[src/hw/rtl/pbpe_pkg.sv]
// package: constants, codes and shared types of the planar bitmap pixel engine
`timescale 1ns / 1ps
package pbpe_pkg;

	// default sizes
	localparam int MAX_PLANES_D    = 8;
	localparam int PLANE_BYTES_D   = 65536;
	localparam int MAX_ROW_BYTES_D = 256;

	// field widths
	localparam int ACT_W   = 2;
	localparam int X_W     = 11;
	localparam int Y_W     = 16;
	localparam int PIX_W   = 8;
	localparam int BPR_W   = 9;
	localparam int ROWS_W  = 17;
	localparam int PCNT_W  = 4;
	localparam int MODES_W = 16;
	localparam int CFG_IDX_W  = 3;
	localparam int CFG_DATA_W = 17;
	localparam int PROD_W  = Y_W + BPR_W;
	localparam int OFF_W   = PROD_W + 1;

	// action codes
	localparam logic [ACT_W-1:0] ACT_PUT    = 2'd0;
	localparam logic [ACT_W-1:0] ACT_GET    = 2'd1;
	localparam logic [ACT_W-1:0] ACT_EXPAND = 2'd2;

	// plane mode codes
	localparam logic [1:0] MODE_NORMAL = 2'd0;
	localparam logic [1:0] MODE_ABSENT = 2'd1;
	localparam logic [1:0] MODE_ONES   = 2'd2;

	// register indexes
	localparam logic [CFG_IDX_W-1:0] REG_BYTES_PER_ROW = 3'd0;
	localparam logic [CFG_IDX_W-1:0] REG_ROW_COUNT     = 3'd1;
	localparam logic [CFG_IDX_W-1:0] REG_PLANE_COUNT   = 3'd2;
	localparam logic [CFG_IDX_W-1:0] REG_PLANE_MODES   = 3'd3;
	localparam logic [CFG_IDX_W-1:0] REG_FG_COLOR      = 3'd4;
	localparam logic [CFG_IDX_W-1:0] REG_BG_COLOR      = 3'd5;
	localparam logic [CFG_IDX_W-1:0] REG_OPAQUE_MODE   = 3'd6;

	// register reset values
	localparam logic [BPR_W-1:0]   BPR_RST    = 9'd40;
	localparam logic [ROWS_W-1:0]  ROWS_RST   = 17'd256;
	localparam logic [PCNT_W-1:0]  PCNT_RST   = 4'd8;
	localparam logic [MODES_W-1:0] MODES_RST  = 16'd0;
	localparam logic [PIX_W-1:0]   FG_RST     = 8'd1;
	localparam logic [PIX_W-1:0]   BG_RST     = 8'd0;

	// bit of the first pixel in a byte
	localparam logic [7:0] LEFT_BIT = 8'h80;

	typedef enum logic [2:0] {
		ST_CLEAR,
		ST_IDLE,
		ST_MUL,
		ST_OFFS,
		ST_READ,
		ST_DONE
	} state_t;

	typedef struct packed {
		logic clearing;
		logic in_ready;
		logic load;
		logic mul;
		logic offs;
		logic finish;
	} cmd_t;

	typedef struct packed {
		logic in_valid;
		logic clear_last;
		logic out_free;
	} status_t;

endpackage

[src/hw/rtl/pbpe_ctrl.sv]
// controller: sequences clearing and the steps of one pixel word
`timescale 1ns / 1ps
module pbpe_ctrl (
	input  logic              clk,
	input  logic              arst_n,
	input  pbpe_pkg::status_t status,
	output pbpe_pkg::cmd_t    cmd,
	output pbpe_pkg::state_t  state
);

	pbpe_pkg::state_t state_q;
	pbpe_pkg::state_t state_nxt;

	always_ff @(posedge clk or negedge arst_n) begin
		if (!arst_n) begin
			state_q <= pbpe_pkg::ST_CLEAR;
		end else begin
			state_q <= state_nxt;
		end
	end

	always_comb begin
		state_nxt = state_q;
		cmd       = '0;
		case (state_q)
			pbpe_pkg::ST_CLEAR: begin
				cmd.clearing = 1'b1;
				if (status.clear_last) begin
					state_nxt = pbpe_pkg::ST_IDLE;
				end
			end
			pbpe_pkg::ST_IDLE: begin
				cmd.in_ready = 1'b1;
				if (status.in_valid) begin
					cmd.load  = 1'b1;
					state_nxt = pbpe_pkg::ST_MUL;
				end
			end
			pbpe_pkg::ST_MUL: begin
				cmd.mul   = 1'b1;
				state_nxt = pbpe_pkg::ST_OFFS;
			end
			pbpe_pkg::ST_OFFS: begin
				cmd.offs  = 1'b1;
				state_nxt = pbpe_pkg::ST_READ;
			end
			pbpe_pkg::ST_READ: begin
				state_nxt = pbpe_pkg::ST_DONE;
			end
			pbpe_pkg::ST_DONE: begin
				// hold until the result register has room
				if (status.out_free) begin
					cmd.finish = 1'b1;
					state_nxt  = pbpe_pkg::ST_IDLE;
				end
			end
			default: begin
				state_nxt = pbpe_pkg::ST_IDLE;
			end
		endcase
	end

	assign state = state_q;

endmodule

[config.mk]
export PLATFORM = sky130hd
export DESIGN_NAME = pbpe_ctrl
export DESIGN_NICKNAME = d
export VERILOG_FILES = /design/src/hw/rtl/pbpe_pkg.sv /design/src/hw/rtl/pbpe_ctrl.sv
export SDC_FILE = /design/constraint.sdc
export NUM_CORES = 1
export LEC_CHECK = 0
export BUFFER_PORTS_ARGS = -buffer_cell sky130_fd_sc_hd__buf_2
export CORE_AREA = 4 4 41 43
export DETAILED_ROUTE_END_ITERATION = 12
export DIE_AREA = 0 0 45 47
export MAX_ROUTING_LAYER = met4
export PLACE_DENSITY = 0.43
export SETUP_SLACK_MARGIN = 0.05
export SLEW_MARGIN = 10
export SYNTH_ARGS = -nofsm -noshare
export SYNTH_HDL_FRONTEND = slang
export SYNTH_SLANG_ARGS = --single-unit
[constraint.sdc]
create_clock -name clk -period 1.02 [get_ports clk]
set_input_delay 0.204 -clock clk [delete_from_list [all_inputs] [get_ports clk]]
set_output_delay 0.204 -clock clk [all_outputs]
set_load 0.01 [all_outputs]
==> metrics.cfg <==
[status]
outcome=finished with violations
violations=negative setup slack

[worst_setup_path]
worstSetupPathType=reg2out
cp_max_fo=6
endpoint_kind=output pin
critPathLaunchType=flop
required_ns=0.82
cp_data_arrival_time_ns=1.16

[clocking]
cts_tree=done
cts_buffer_depth=2
cts-root-buf=clkbuf_4
numCtsBuffers=3
cts_sinks=3
htree_levels=1
clkLatencyLatePin_ns=0.23
clkSlewWorstSetupHoldPaths_ns=0.03

[yosys]
synth_seq_area_share_pct=41.7
syn_area_um2=180
synth_seq_cells=3
synth_area_per_cell_um2=10.6
syn-num-nets=22
netlist_instances=17
yosysWarnings=0
synth.distinct_cells=13

[pwr]
irDropWorstVdd_mv=1.24
p_leak_uw=0.000197
fin_total_pwr_uw=1170
p_per_area_nw_per_um2=3060

[floorplan]
initial_core_util_pct=13.8
rows=13
die_x_um=45
io_pins=14
die_area_um2=2120
core-area_um2=1300
fp.dieH_um=47

[routing]
drtIter0Drc=2
firstDrtPassIters=2
antenna_left=0
routed_wl_um=547
detail_route.vias_per_cell=4.00
wl_per_cell_um=10.1
post-route-drc-count=0
num_vias=216

[global_route]
grt_max_degree=9
grt_remaining_overflow=0
grt_usage_pct=6.30
antenna_found_initial=0
grt_pass1_vias=217
grt_first_pass_wirelength_um=855

[final_layout]
area_growth_pct=112
final-seq-area_um2=78.8
layout-drive-gt1-share_pct=74.4
mostFrequentLayoutCells=buf_2 (9), buf_6 (7), clkbuf_4 (3), dfrtp_2 (3)
nets=45
fillers=153
diodes=0
multi_input_area_um2=109
largest_reg_flops=3
final_common_cell=buf_2

[timing]
worstMarginPinSlew_ns=0.173
slew_headroom_pct=88.5
period_share_pct=134
worst_slack_ns=-0.342
report.final.setup_viol=10
hold_viol_final=0
drv_slew=0
final.min_clock_period_ns=1.36
clock.fmax_ghz=0.734
final.setup_skew_ns=0.00279
rsz0062_at_grt=true

[worst_hold_path]
min_path_type=in2reg

[placed_design]
dp_slack_ns=-0.132
place.gp.congestion=0.616
port_buffers=13

[flow_run]
maxCapViolations=0

==> worst max-delay path: stages, from the launching register on <==
cell and delay [ns]:
dfrtp_2 0.44, nor3b_4 0.23, and2_4 0.17, buf_6 0.09
==> cells by family (layout without fill, tap and decap cells) <==
logic type	count (synthesis)	count (layout)	synth area share, %
simple gates	8	8	34.0
compound gates	4	4	16.0
flops	3	3	41.7
mux	1	1	5.56
buf+inv	1	23	2.78
==> synthesized netlist by cell type <==
cell      count  area share [%]
nor3b_2       2              14
or3_1         1             3.5
nor3_1        1             2.8
o21ai_0       1             2.8
dfrtp_1       3              42
and2_1        1             3.5
nor2_1        1             2.1
nand2_1       1             2.1
mux2i_1       1             5.6
clkbuf_2      1             2.8
and4b_2       1             6.2
a21o_1        2             8.3
a21o_2        1             4.9
==> where the power goes <==
group | internal [uW] | switching (uW)
Combinational | 428 | 248
Clock | 146 | 59.8
Sequential | 180 | 106
==> timing repair <==
item                                    CTS  global route
setup buffers                             2             2
endpoints found under the hold margin     3             0
endpoints found under the setup margin   11            12
pin swaps                                 3             1
gates resized for setup                   7             2
hold buffers                              1             0
==> path summary, 6_finish.rpt <==
path	startpoint	endpoint	slack, ns	depth (start not counted)
hold / removal	status[2]	state[1]	0.23	2
max in group asynchronous	arst_n	state[1]	0.62	2
min in group asynchronous	arst_n	state[2]	0.29	2
setup reg to reg	state[1]	state[0]	-0.23	4
hold reg to reg	state[2]	state[0]	0.56	1
setup / recovery	state[1]	cmd[3]	-0.34	3
==> per-layer routing <==
metal	vias to the layer above	wire length, um	track usage (%)
met1	99	176	5.26
met3	2	46	1.92
met5	-	0	-
met2	8	307	10.5
li1	107	-	-
met4	0	17	7.02
==> per-stage QoR <==
stage          instance area (um^2)  TNS, ns  hold slack (ns)  instances  utilization (%)
3_3_place_gp                    285   -0.252         -0.00126         46             21.9
2_1_floorplan                   200   -0.308          -0.0916         17                -
3_5_place_dp                    285   -0.275         0.000371         46             21.9
5_1_grt                         382    -2.75            0.234         54             29.3
4_1_cts                         370    -2.23            0.209         53             28.5
6_report                        382    -2.25            0.230         54             29.3
==> final cells by class <==
type                       count  share of cell area [%]
multi-input combinational     13                    28.5
clock buffer                   4                    6.89
tap                           15                    4.92
timing repair buffer          19                    39.0
sequential                     3                    20.7
(Power assumes the default switching activity.)
